`config.mk`:
```
export PLATFORM = sky130hd
export DESIGN_NAME = abkf_ctrl
export DESIGN_NICKNAME = d
export VERILOG_FILES = /design/src/rtl/core/abkf_pkg.sv /design/src/rtl/core/abkf_ctrl.sv
export VERILOG_INCLUDE_DIRS = /design/src /design/src/rtl/core
export SDC_FILE = /design/constraint.sdc
export NUM_CORES = 1
export LEC_CHECK = 0
export ABC_AREA = 1
export BUFFER_PORTS_ARGS = -buffer_cell sky130_fd_sc_hd__buf_4
export CAP_MARGIN = 20
export CORE_AREA = 2 2 39 41
export CTS_CLUSTER_SIZE = 20
export DETAILED_ROUTE_END_ITERATION = 10
export DIE_AREA = 0 0 41 43
export PLACE_DENSITY = 0.76
export RECOVER_POWER = 100
export SLEW_MARGIN = 20
export SYNTH_ARGS = -nofsm -noshare
export SYNTH_HDL_FRONTEND = slang
export SYNTH_SLANG_ARGS = --single-unit
```
`constraint.sdc`:
```
create_clock -name clock -period 2.9 [get_ports clock]
set_clock_uncertainty 0.05 [all_clocks]
set_input_delay 0.58 -clock clock [delete_from_list [all_inputs] [get_ports clock]]
set_output_delay 0.58 -clock clock [all_outputs]
set_load 0.01 [all_outputs]
```
`src/rtl/core/angle_bias_kalman_filter_top_macros.svh`:
```
// Assertion macros shared by the angle/bias filter RTL
`ifndef ANGLE_BIAS_KALMAN_FILTER_TOP_MACROS_SVH
`define ANGLE_BIAS_KALMAN_FILTER_TOP_MACROS_SVH
// implication checked on every rising clock edge outside reset
`define ABK_ASSERT_IMP(label, clk, rst, ante, cons, msg) \
   label: assert property (@(posedge clk) disable iff (rst) (ante) |-> (cons)) else $error(msg);
// next-cycle implication
`define ABK_ASSERT_NEXT(label, clk, rst, ante, cons, msg) \
   label: assert property (@(posedge clk) disable iff (rst) (ante) |=> (cons)) else $error(msg);
`endif

```
`src/rtl/core/abkf_pkg.sv`:
```
// Package: types, constants and fixed-point helpers for the angle/bias filter
`default_nettype none
package abkf_pkg;
   localparam int FRAC_BITS = 24;
   localparam logic [1:0] REG_Q_ANGLE = 2'd0;
   localparam logic [1:0] REG_Q_BIAS  = 2'd1;
   localparam logic [1:0] REG_R_MEAS  = 2'd2;
   localparam logic [1:0] REG_DT      = 2'd3;

   // datapath micro-operations
   typedef enum logic [4:0] {
      OP_NONE,
      OP_RATE,      // rate = sat(gyro - bias)
      OP_ANG_PRED,  // angle = sat(angle + dt*rate)
      OP_T,         // t = dt*p11
      OP_P00_PRED,  // p00 = sat(p00 + dt*(t - p01 - p10 + qa))
      OP_P01_PRED,
      OP_P10_PRED,
      OP_P11_PRED,  // p11 = sat(p11 + qb*dt)
      OP_DIV0_INIT,
      OP_DIV1_INIT,
      OP_DIV_STEP,
      OP_K0_DONE,
      OP_K1_DONE,
      OP_INNOV,
      OP_ANG_CORR,
      OP_BIAS_CORR,
      OP_P00_CORR,
      OP_P01_CORR,
      OP_P10_CORR,
      OP_P11_CORR
   } op_type;

   typedef enum logic [4:0] {
      ST_IDLE, ST_RATE, ST_ANG_PRED, ST_T, ST_P00, ST_P01, ST_P10, ST_P11,
      ST_D0_INIT, ST_D0_STEP, ST_K0, ST_D1_INIT, ST_D1_STEP, ST_K1,
      ST_INNOV, ST_ANG_CORR, ST_BIAS_CORR, ST_C00, ST_C01, ST_C10, ST_C11,
      ST_OUT
   } state_type;

   typedef struct packed {
      op_type op;
      logic   load;   // latch input sample
   } cmd_type;

   typedef struct packed {
      logic div_done;
   } status_type;

   function automatic logic signed [31:0] sat32(input logic signed [65:0] v);
      if (v > 66'sd2147483647) return 32'sh7fffffff;
      if (v < -66'sd2147483648) return 32'sh80000000;
      return v[31:0];
   endfunction

   // round-half-up scale by 2^24: arithmetic shift is floor
   function automatic logic signed [65:0] rnd24(input logic signed [65:0] p);
      logic signed [65:0] q;
      q = p + 66'sd8388608;
      return q >>> FRAC_BITS;
   endfunction
endpackage
`default_nettype wire

```
`src/rtl/core/abkf_ctrl.sv`:
```
// Controller: sequences one filter step through the datapath
`default_nettype none
module abkf_ctrl
   import abkf_pkg::*;
(
   input  wire logic       clock,
   input  wire logic       reset,
   input  wire logic       req_valid,
   output logic            req_ready,
   output logic            rsp_valid,
   input  wire logic       rsp_ready,
   output cmd_type         cmd,
   input  wire status_type status
);
   state_type state_ff, state_in;

   always_ff @(posedge clock) begin
      if (reset) state_ff <= ST_IDLE;
      else       state_ff <= state_in;
   end

   // next state and commands
   always_comb begin
      state_in  = state_ff;
      cmd.op    = OP_NONE;
      cmd.load  = 1'b0;
      req_ready = 1'b0;
      rsp_valid = 1'b0;
      unique case (state_ff)
         ST_IDLE: begin
            req_ready = 1'b1;
            if (req_valid) begin cmd.load = 1'b1; state_in = ST_RATE; end
         end
         ST_RATE:     begin cmd.op = OP_RATE;     state_in = ST_ANG_PRED; end
         ST_ANG_PRED: begin cmd.op = OP_ANG_PRED; state_in = ST_T; end
         ST_T:        begin cmd.op = OP_T;        state_in = ST_P00; end
         ST_P00:      begin cmd.op = OP_P00_PRED; state_in = ST_P01; end
         ST_P01:      begin cmd.op = OP_P01_PRED; state_in = ST_P10; end
         ST_P10:      begin cmd.op = OP_P10_PRED; state_in = ST_P11; end
         ST_P11:      begin cmd.op = OP_P11_PRED; state_in = ST_D0_INIT; end
         ST_D0_INIT:  begin cmd.op = OP_DIV0_INIT; state_in = ST_D0_STEP; end
         ST_D0_STEP: begin
            cmd.op = OP_DIV_STEP;
            if (status.div_done) state_in = ST_K0;
         end
         ST_K0:       begin cmd.op = OP_K0_DONE;   state_in = ST_D1_INIT; end
         ST_D1_INIT:  begin cmd.op = OP_DIV1_INIT; state_in = ST_D1_STEP; end
         ST_D1_STEP: begin
            cmd.op = OP_DIV_STEP;
            if (status.div_done) state_in = ST_K1;
         end
         ST_K1:        begin cmd.op = OP_K1_DONE;   state_in = ST_INNOV; end
         ST_INNOV:     begin cmd.op = OP_INNOV;     state_in = ST_ANG_CORR; end
         ST_ANG_CORR:  begin cmd.op = OP_ANG_CORR;  state_in = ST_BIAS_CORR; end
         ST_BIAS_CORR: begin cmd.op = OP_BIAS_CORR; state_in = ST_C10; end
         // p10 and p11 first: they need p00 and p01 before those are corrected
         ST_C10:       begin cmd.op = OP_P10_CORR;  state_in = ST_C11; end
         ST_C11:       begin cmd.op = OP_P11_CORR;  state_in = ST_C00; end
         ST_C00:       begin cmd.op = OP_P00_CORR;  state_in = ST_C01; end
         ST_C01:       begin cmd.op = OP_P01_CORR;  state_in = ST_OUT; end
         ST_OUT: begin
            rsp_valid = 1'b1;
            if (rsp_ready) state_in = ST_IDLE;
         end
         default: state_in = ST_IDLE;
      endcase
   end

`include "angle_bias_kalman_filter_top_macros.svh"
   `ABK_ASSERT_NEXT(a_accept_starts, clock, reset, req_valid && req_ready, state_ff == ST_RATE, "accepted beat not started")
   `ABK_ASSERT_IMP(a_one_side, clock, reset, req_ready, !rsp_valid, "ready while result pending")
   `ABK_ASSERT_NEXT(a_rsp_holds, clock, reset, rsp_valid && !rsp_ready, rsp_valid, "result dropped while stalled")
endmodule
`default_nettype wire

```
Word level (Yosys, flattened, before mapping)
Cells that the tools add are included.
{"block": "totals", "regBits": 5, "word_cells": 39}
{"block": "op_classes", "reduce_logical": 3, "n_eq_ne": 25, "mux": 10}
{"cell": "case mux 5 bit (22 select lines)", "count": 1}
{"cell": "case mux 5 bit (19 select lines)", "count": 1}
{"cell": "equality test 5 x 4 -> 1 bit, second input constant", "count": 8}
{"cell": "equality test 5 bit, second input constant", "count": 6}
{"cell": "equality test 5 x 3 -> 1 bit, second input constant", "count": 4}
{"cell": "two-way mux 5 bit", "count": 4}
{"cell": "equality test 5 x 2 -> 1 bit, second input constant", "count": 2}
{"cell": "inequality test 2 bit, second input constant", "count": 4}
{"cell": "equality test 5 x 1 -> 1 bit, second input constant", "count": 1}
{"cell": "zero test 5 bit", "count": 1}
{"cell": "two-way mux 1 bit", "count": 4}
{"cell": "AND reduction 4 bit", "count": 1}
{"cell": "OR reduction 2 bit", "count": 1}

Depth between registers and ports, before layout
Gate-level depths: netlist (run 1).
{"block": "logic_depth", "depth_word": 3, "ltp_mapped": 11, "ltp_nobuf": 10}

Least setup slack after synthesis (run 1)
OpenSTA, ideal clock, no wires.
{"block": "synth_path", "path_kind": "register to output", "from": "register state_ff[2]", "to": "output port cmd[3] (netlist bit)", "path_slack_ns": 1.212, "stages_incl_launch_ff": 8, "n_path_buf": 0, "arrival_time_ns": 1.058, "path_cell_list": "dfxtp_1 -> nor2_2 -> nand2_1 -> inv_2 -> nand2_1 -> nand2_1 -> a21oi_2 -> o21ai_0"}
{"item": "from (decl)", "line_no": "abkf_ctrl.sv:15", "rtl": "state_type state_ff, state_in;"}
{"item": "from (signal assigned)", "line_no": "abkf_ctrl.sv:19", "rtl": "else state_ff <= state_in;"}
{"item": "to (decl)", "line_no": "abkf_ctrl.sv:12", "rtl": "output cmd_type cmd,"}

==> results of run 1 <==
## layout make-up
| class | count | share of cell area |
|---|---|---|
| clock buffer | 4 | 0.0405 |
| tap | 16 | 0.0308 |
| multi-input combinational | 74 | 0.582 |
| sequential | 5 | 0.154 |
| inverter | 15 | 0.0886 |
| timing repair buffer | 12 | 0.104 |
## stage by stage
stage          hold WS, ns  instances  utilization  setup slack [ns]  cell area (µm²)
2_1_floorplan        0.544         96            -              1.21              566
3_3_place_gp         0.577        122        0.475             0.891              657
3_5_place_dp         0.577        122        0.475             0.876              657
4_1_cts              0.456        126        0.494             0.601              683
5_1_grt              0.460        126        0.469             0.304              649
6_report             0.463        126        0.469             0.400              649
## worst paths after layout
check                      to         from  slack, ns  cells after the start
hold / removal    state_ff[4]        reset       0.46                      2
setup reg to reg  state_ff[2]  state_ff[4]       1.23                      7
hold reg to reg   state_ff[2]  state_ff[2]       0.59                      4
setup / recovery       cmd[3]  state_ff[4]       0.40                      6
## layer usage
layer	up-vias	GRT usage	wire length, µm	part of all wire
met3	4	0.0157	85	0.058
met2	25	0.313	724	0.49
met1	289	0.246	630	0.43
met5	-	0	0	0
met4	0	0.133	23	0.016
li1	331	-	-	-
## placed cells by master, fill, tap and decap left out
master,synthesis,routed
nand2_1,21,21
nor2_1,14,15
inv_1,9,10
nand3_1,6,7
clkbuf_1,0,7
buf_4,1,6
nand2_2,5,5
o21ai_0,2,5
dfxtp_1,5,5
inv_2,5,4
nor2_2,5,4
nor3_1,4,4
nand4_1,3,3
clkbuf_4,0,3
nand3_2,3,2
a21oi_1,2,2
nor2_4,1,1
clkinv_2,1,1
a21oi_2,1,1
nor3_2,1,1
nand2_4,1,1
and2_4,1,1
o211ai_1,1,1
## critical path: stages, from the launching register on
cell	delay [ns]
dfxtp_1	0.54
inv_1	0.21
nand3_1	0.16
o21ai_0	0.24
a21oi_2	0.23
o21ai_0	0.10
clkbuf_1	0.14
## report_power, final
| group | internal, mW | switching (mW) |
|---|---|---|
| registers | 0.0893 | 0.0410 |
| logic | 0.112 | 0.218 |
| clock network | 0.0521 | 0.0302 |
## cells by family (layout without fill, tap and decap cells)
logic type / after synthesis / after routing
simple gates: 65 / 65
compound gates: 9 / 9
flops: 5 / 5
buf+inv: 17 / 31
==> flow_metrics.py, run 1 <==
metrics = {
    "clock_network": {
        "cts_tree": "yes",
        "clockBufferDepth": 2,
        "cts_resized": 0,
        "clockRootBuffer": "clkbuf_4",
        "htree_levels": 1,
        "hold_buffers": 0,
        "clk_latency_ns": 0.24,
        "cts.sinks": 5,
        "path_clk_slew_ns": 0.04,
        "numCtsBuffers": 3,
        "cts_setup_buffers": 0,
    },
    "grt": {
        "antenna_found_initial": 0,
        "grt_overflow": 0,
        "grt_use_total": 0.200,
        "grt_max_degree": 11,
        "grt_pass1_wl_mm": 2.37,
        "grt_pass1_vias": 601,
    },
    "routing": {
        "wl_per_cell_um": 11.6,
        "vias": 649,
        "via_per_inst": 5.15,
        "antenna_left": 0,
        "firstDrtPassIters": 4,
        "detailedRoute.firstIterationViolations": 19,
        "wl_mm": 1.46,
        "drcViolationCount": 0,
    },
    "sta": {
        "finalHoldViolCount": 0,
        "fmaxAchievable_mhz": 400,
        "slew_headroom": 0.619,
        "setup-tns-final_ns": 0,
        "tightest_slew_ns": 0.566,
        "finalSetupViolations": 0,
        "period_share": 0.862,
        "fin_crit_ns": 2.50,
        "grt_setup_unrepaired": "no",
        "slew_violations": 0,
    },
    "final_layout": {
        "reg_top3": "state_ff (5)",
        "num-fill-cells": 171,
        "finalNetCount": 116,
        "layout-drive-gt1-share": 0.273,
        "area.sequential_um2": 100,
        "antennaDiodeCount": 0,
        "largest_register_ffs": 5,
        "largest_register": "state_ff",
        "areaGrowthSynthToFinish_pct": 14.8,
        "multiInputGateArea_um2": 378,
    },
    "pwr": {
        "finalPower_mw": 0.543,
        "cellPowerDensity_nw_per_um2": 836,
        "ir_worst_vdd_v": 0.000369,
        "leakage_nw": 0.324,
    },
    "worst_setup_path": {
        "crit_fanout": 10,
        "end_kind": "primary output",
        "arrival_ns": 1.87,
        "crit_type": "register to primary output",
        "required_ns": 2.27,
        "critical_path.startpoint_type": "register",
    },
    "logic_synthesis": {
        "synthMuxAreaShare": 0,
        "ys_warn_count": 0,
        "synth_xor_area_frac": 0,
        "synth_fp_nets": 101,
        "synth-compound-area-share": 0.0973,
        "ys_seq_area_frac": 0.177,
        "synth_edf_count": 0,
        "synth-simple-area-share": 0.591,
        "postSynthAreaPerCell_um2": 5.89,
        "synthFlopType": "dfxtp_1",
        "ys_async_sr_fraction": 0,
        "synth_top_family_by_area": "simple AND/OR/NAND/NOR gates",
        "syn_area_um2": 566,
        "netlist_instances": 96,
        "yosys-top-cells-count": "21 x nand2_1, 14 x nor2_1, 9 x inv_1",
        "synth_top_area_frac": 0.177,
        "yosysMostFrequentCell": "nand2_1",
        "ys_seq_elements": 5,
        "synthAdderAreaFrac": 0,
        "ys_top_cells_by_area": "dfxtp_1 18%, nand2_1 14%, nor2_1 9.3%",
        "synth_top_cell_by_area": "dfxtp_1",
        "synthDistinctLibCells": 24,
    },
    "placement": {
        "port_buffers": 12,
        "hpwl_mm": 1.16,
        "gp_congestion": 0.890,
    },
    "die": {
        "num_rows": 14,
        "die_y_um": 43,
        "dieArea_um2": 1760,
        "io_pins": 13,
        "dieWidth_um": 41,
        "core_um2": 1380,
        "initial_core_util": 0.409,
    },
    "status": {
        "status": "finished clean",
    },
    "job": {
        "drv_cap": 0,
    },
    "min_path": {
        "hp-class": "input port to register",
    },
}
Power figures use the tool's default switching activity.
==> run 2, diff against run 1 <==
--- a/config.mk
+++ b/config.mk
@@ -9,11 +9,13 @@
 export ABC_AREA = 1
 export BUFFER_PORTS_ARGS = -buffer_cell sky130_fd_sc_hd__buf_4
 export CAP_MARGIN = 20
-export CORE_AREA = 2 2 39 41
+export CELL_PAD_IN_SITES_DETAIL_PLACEMENT = 1
+export CELL_PAD_IN_SITES_GLOBAL_PLACEMENT = 2
+export CORE_MARGIN = 2
+export CORE_UTILIZATION = 27
 export CTS_CLUSTER_SIZE = 20
 export DETAILED_ROUTE_END_ITERATION = 10
-export DIE_AREA = 0 0 41 43
-export PLACE_DENSITY = 0.76
+export PLACE_DENSITY = 0.9
 export RECOVER_POWER = 100
 export SLEW_MARGIN = 20
 export SYNTH_ARGS = -nofsm -noshare
==> flow_metrics.py, run 2 (same netlist as run 1, synthesis figures left out) <==
metrics = {
    "status": {
        "status": "finished clean",
    },
    "clock_network": {
        "hold_buffers": 0,
        "numCtsBuffers": 3,
        "clockRootBuffer": "clkbuf_4",
        "htree_levels": 1,
        "clk_latency_ns": 0.23,
        "cts_tree": "yes",
        "cts_resized": 0,
        "path_clk_slew_ns": 0.04,
        "cts.sinks": 5,
        "cts_setup_buffers": 0,
        "clockBufferDepth": 2,
    },
    "pwr": {
        "ir_worst_vdd_v": 0.000375,
        "leakage_nw": 0.325,
        "switching_share": 0.545,
        "internal_power_mw": 0.250,
        "pwr-share-clk": 0.141,
        "switching_power_mw": 0.299,
        "p_seq_frac": 0.239,
        "cellPowerDensity_nw_per_um2": 826,
        "p_comb_frac": 0.620,
    },
    "final_layout": {
        "final_cell_mix": "21 x nand2_1, 16 x nor2_1, 10 x inv_1, 7 x nand3_1, 7 x clkbuf_1",
        "final_common_cell": "nand2_1",
        "areaGrowthSynthToFinish_pct": 17.5,
        "largest_register_ffs": 5,
        "multiInputGateArea_um2": 379,
        "layout-drive-gt1-share": 0.273,
        "finalNetCount": 116,
        "num-fill-cells": 297,
        "final_area_um2": 664,
        "antennaDiodeCount": 0,
        "stdcell_count": 137,
        "area.sequential_um2": 100,
        "largest_register": "state_ff",
        "reg_top3": "state_ff (5)",
    },
    "routing": {
        "drcViolationCount": 0,
        "wl_per_cell_um": 12.8,
        "antenna_left": 0,
        "detailedRoute.firstIterationViolations": 9,
        "wl_mm": 1.76,
        "via_per_inst": 4.66,
        "vias": 639,
        "firstDrtPassIters": 4,
    },
    "die": {
        "core_um2": 1960,
        "io_pins": 13,
        "num_rows": 16,
        "die_y_um": 49.8,
        "dieArea_um2": 2480,
        "dieWidth_um": 49.8,
        "initial_core_util": 0.288,
    },
    "worst_setup_path": {
        "crit_type": "register to primary output",
        "critical_path.startpoint_type": "register",
        "critical_path.cell_chain": "inv_1 -> nand3_1 -> o21ai_2 -> a21oi_2 -> nand4_1 -> buf_4",
        "arrival_ns": 1.79,
        "crit_family": "flip-flops",
        "slowest_stage": "dfxtp_1",
        "reg2regPathDepth": 8,
        "crit_fanout": 10,
        "max_stage_delay_ns": 0.54,
        "critical_path_buf_inv_count": 2,
        "r2r_slack_ns": 1.24,
        "required_ns": 2.27,
        "end_kind": "primary output",
        "regToRegEndpoint": "state_ff[0]",
        "r2r-start": "state_ff[4]",
    },
    "sta": {
        "setup-tns-final_ns": 0,
        "layout_setup_ws_ns": 0.481,
        "fmaxAchievable_mhz": 413,
        "slew_headroom": 0.746,
        "finalSetupViolations": 0,
        "period_share": 0.834,
        "hold_ws_ns": 0.464,
        "grt_setup_unrepaired": "no",
        "slew_violations": 0,
        "tightest_slew_ns": 0.380,
        "finalHoldViolCount": 0,
        "fin_crit_ns": 2.42,
    },
    "placement": {
        "hpwl_mm": 1.47,
        "pre_cts_slack_ns": 0.797,
        "port_buffers": 12,
        "dp.cells": 133,
        "postPlaceCellArea_um2": 671,
        "gp_congestion": 0.887,
    },
    "min_path": {
        "min_to": "state_ff[4]",
        "min_path_cells": 2,
        "hp-start": "reset",
        "hp-class": "input port to register",
    },
    "grt": {
        "grt_use_total": 0.158,
        "grt_max_degree": 11,
        "grt_pass1_vias": 670,
        "antenna_found_initial": 0,
        "grt_overflow": 0,
        "grt_pass1_wl_mm": 3.02,
    },
    "job": {
        "drv_cap": 0,
    },
}
==> run 2: area by class of cell <==
cell class / count / share of cell area
Tap cell: 27 / 0.0508
Multi-Input combinational cell: 74 / 0.571
Clock buffer: 4 / 0.0395
Inverter: 15 / 0.0866
Sequential cell: 5 / 0.151
Timing Repair Buffer: 12 / 0.102
==> run 2: worst max-delay path by stage <==
stage           startpoint     end  slack [ns]  cells past startpoint
3_3_place_gp   state_ff[4]  cmd[3]        0.81                      6
3_5_place_dp   state_ff[4]  cmd[3]        0.80                      6
5_1_grt        state_ff[4]  cmd[3]        0.31                      6
4_1_cts        state_ff[4]  cmd[3]        0.53                      6
2_1_floorplan  state_ff[2]  cmd[3]        1.21                      7
6_report       state_ff[4]  cmd[4]        0.48                      6
==> run 2: routing by layer <==
metal  vias to the layer above  track usage  share of wire
met5                         -            0              0
met4                         0       0.0556              0
met3                         0      0.00909         0.0097
met2                         7        0.269           0.52
met1                       300        0.210           0.47
li1                        332            -              -
==> run 2: power groups by stage <==
stage / combinational [mW] / clock (mW) / sequential, mW
2_1_floorplan: 0.277 / 0 / 0.116
3_3_place_gp: 0.381 / 0 / 0.132
3_5_place_dp: 0.383 / 0 / 0.133
4_1_cts: 0.385 / 0.0807 / 0.132
5_1_grt: 0.387 / 0.0872 / 0.136
6_report: 0.340 / 0.0771 / 0.131
==> run 2: stage by stage <==
step | power [mW] | util
finish | 0.549 | 0.339
global route | 0.610 | 0.339
CTS | 0.598 | 0.355
detailed placement | 0.516 | 0.342
global placement | 0.514 | 0.342
floorplan | 0.393 | -
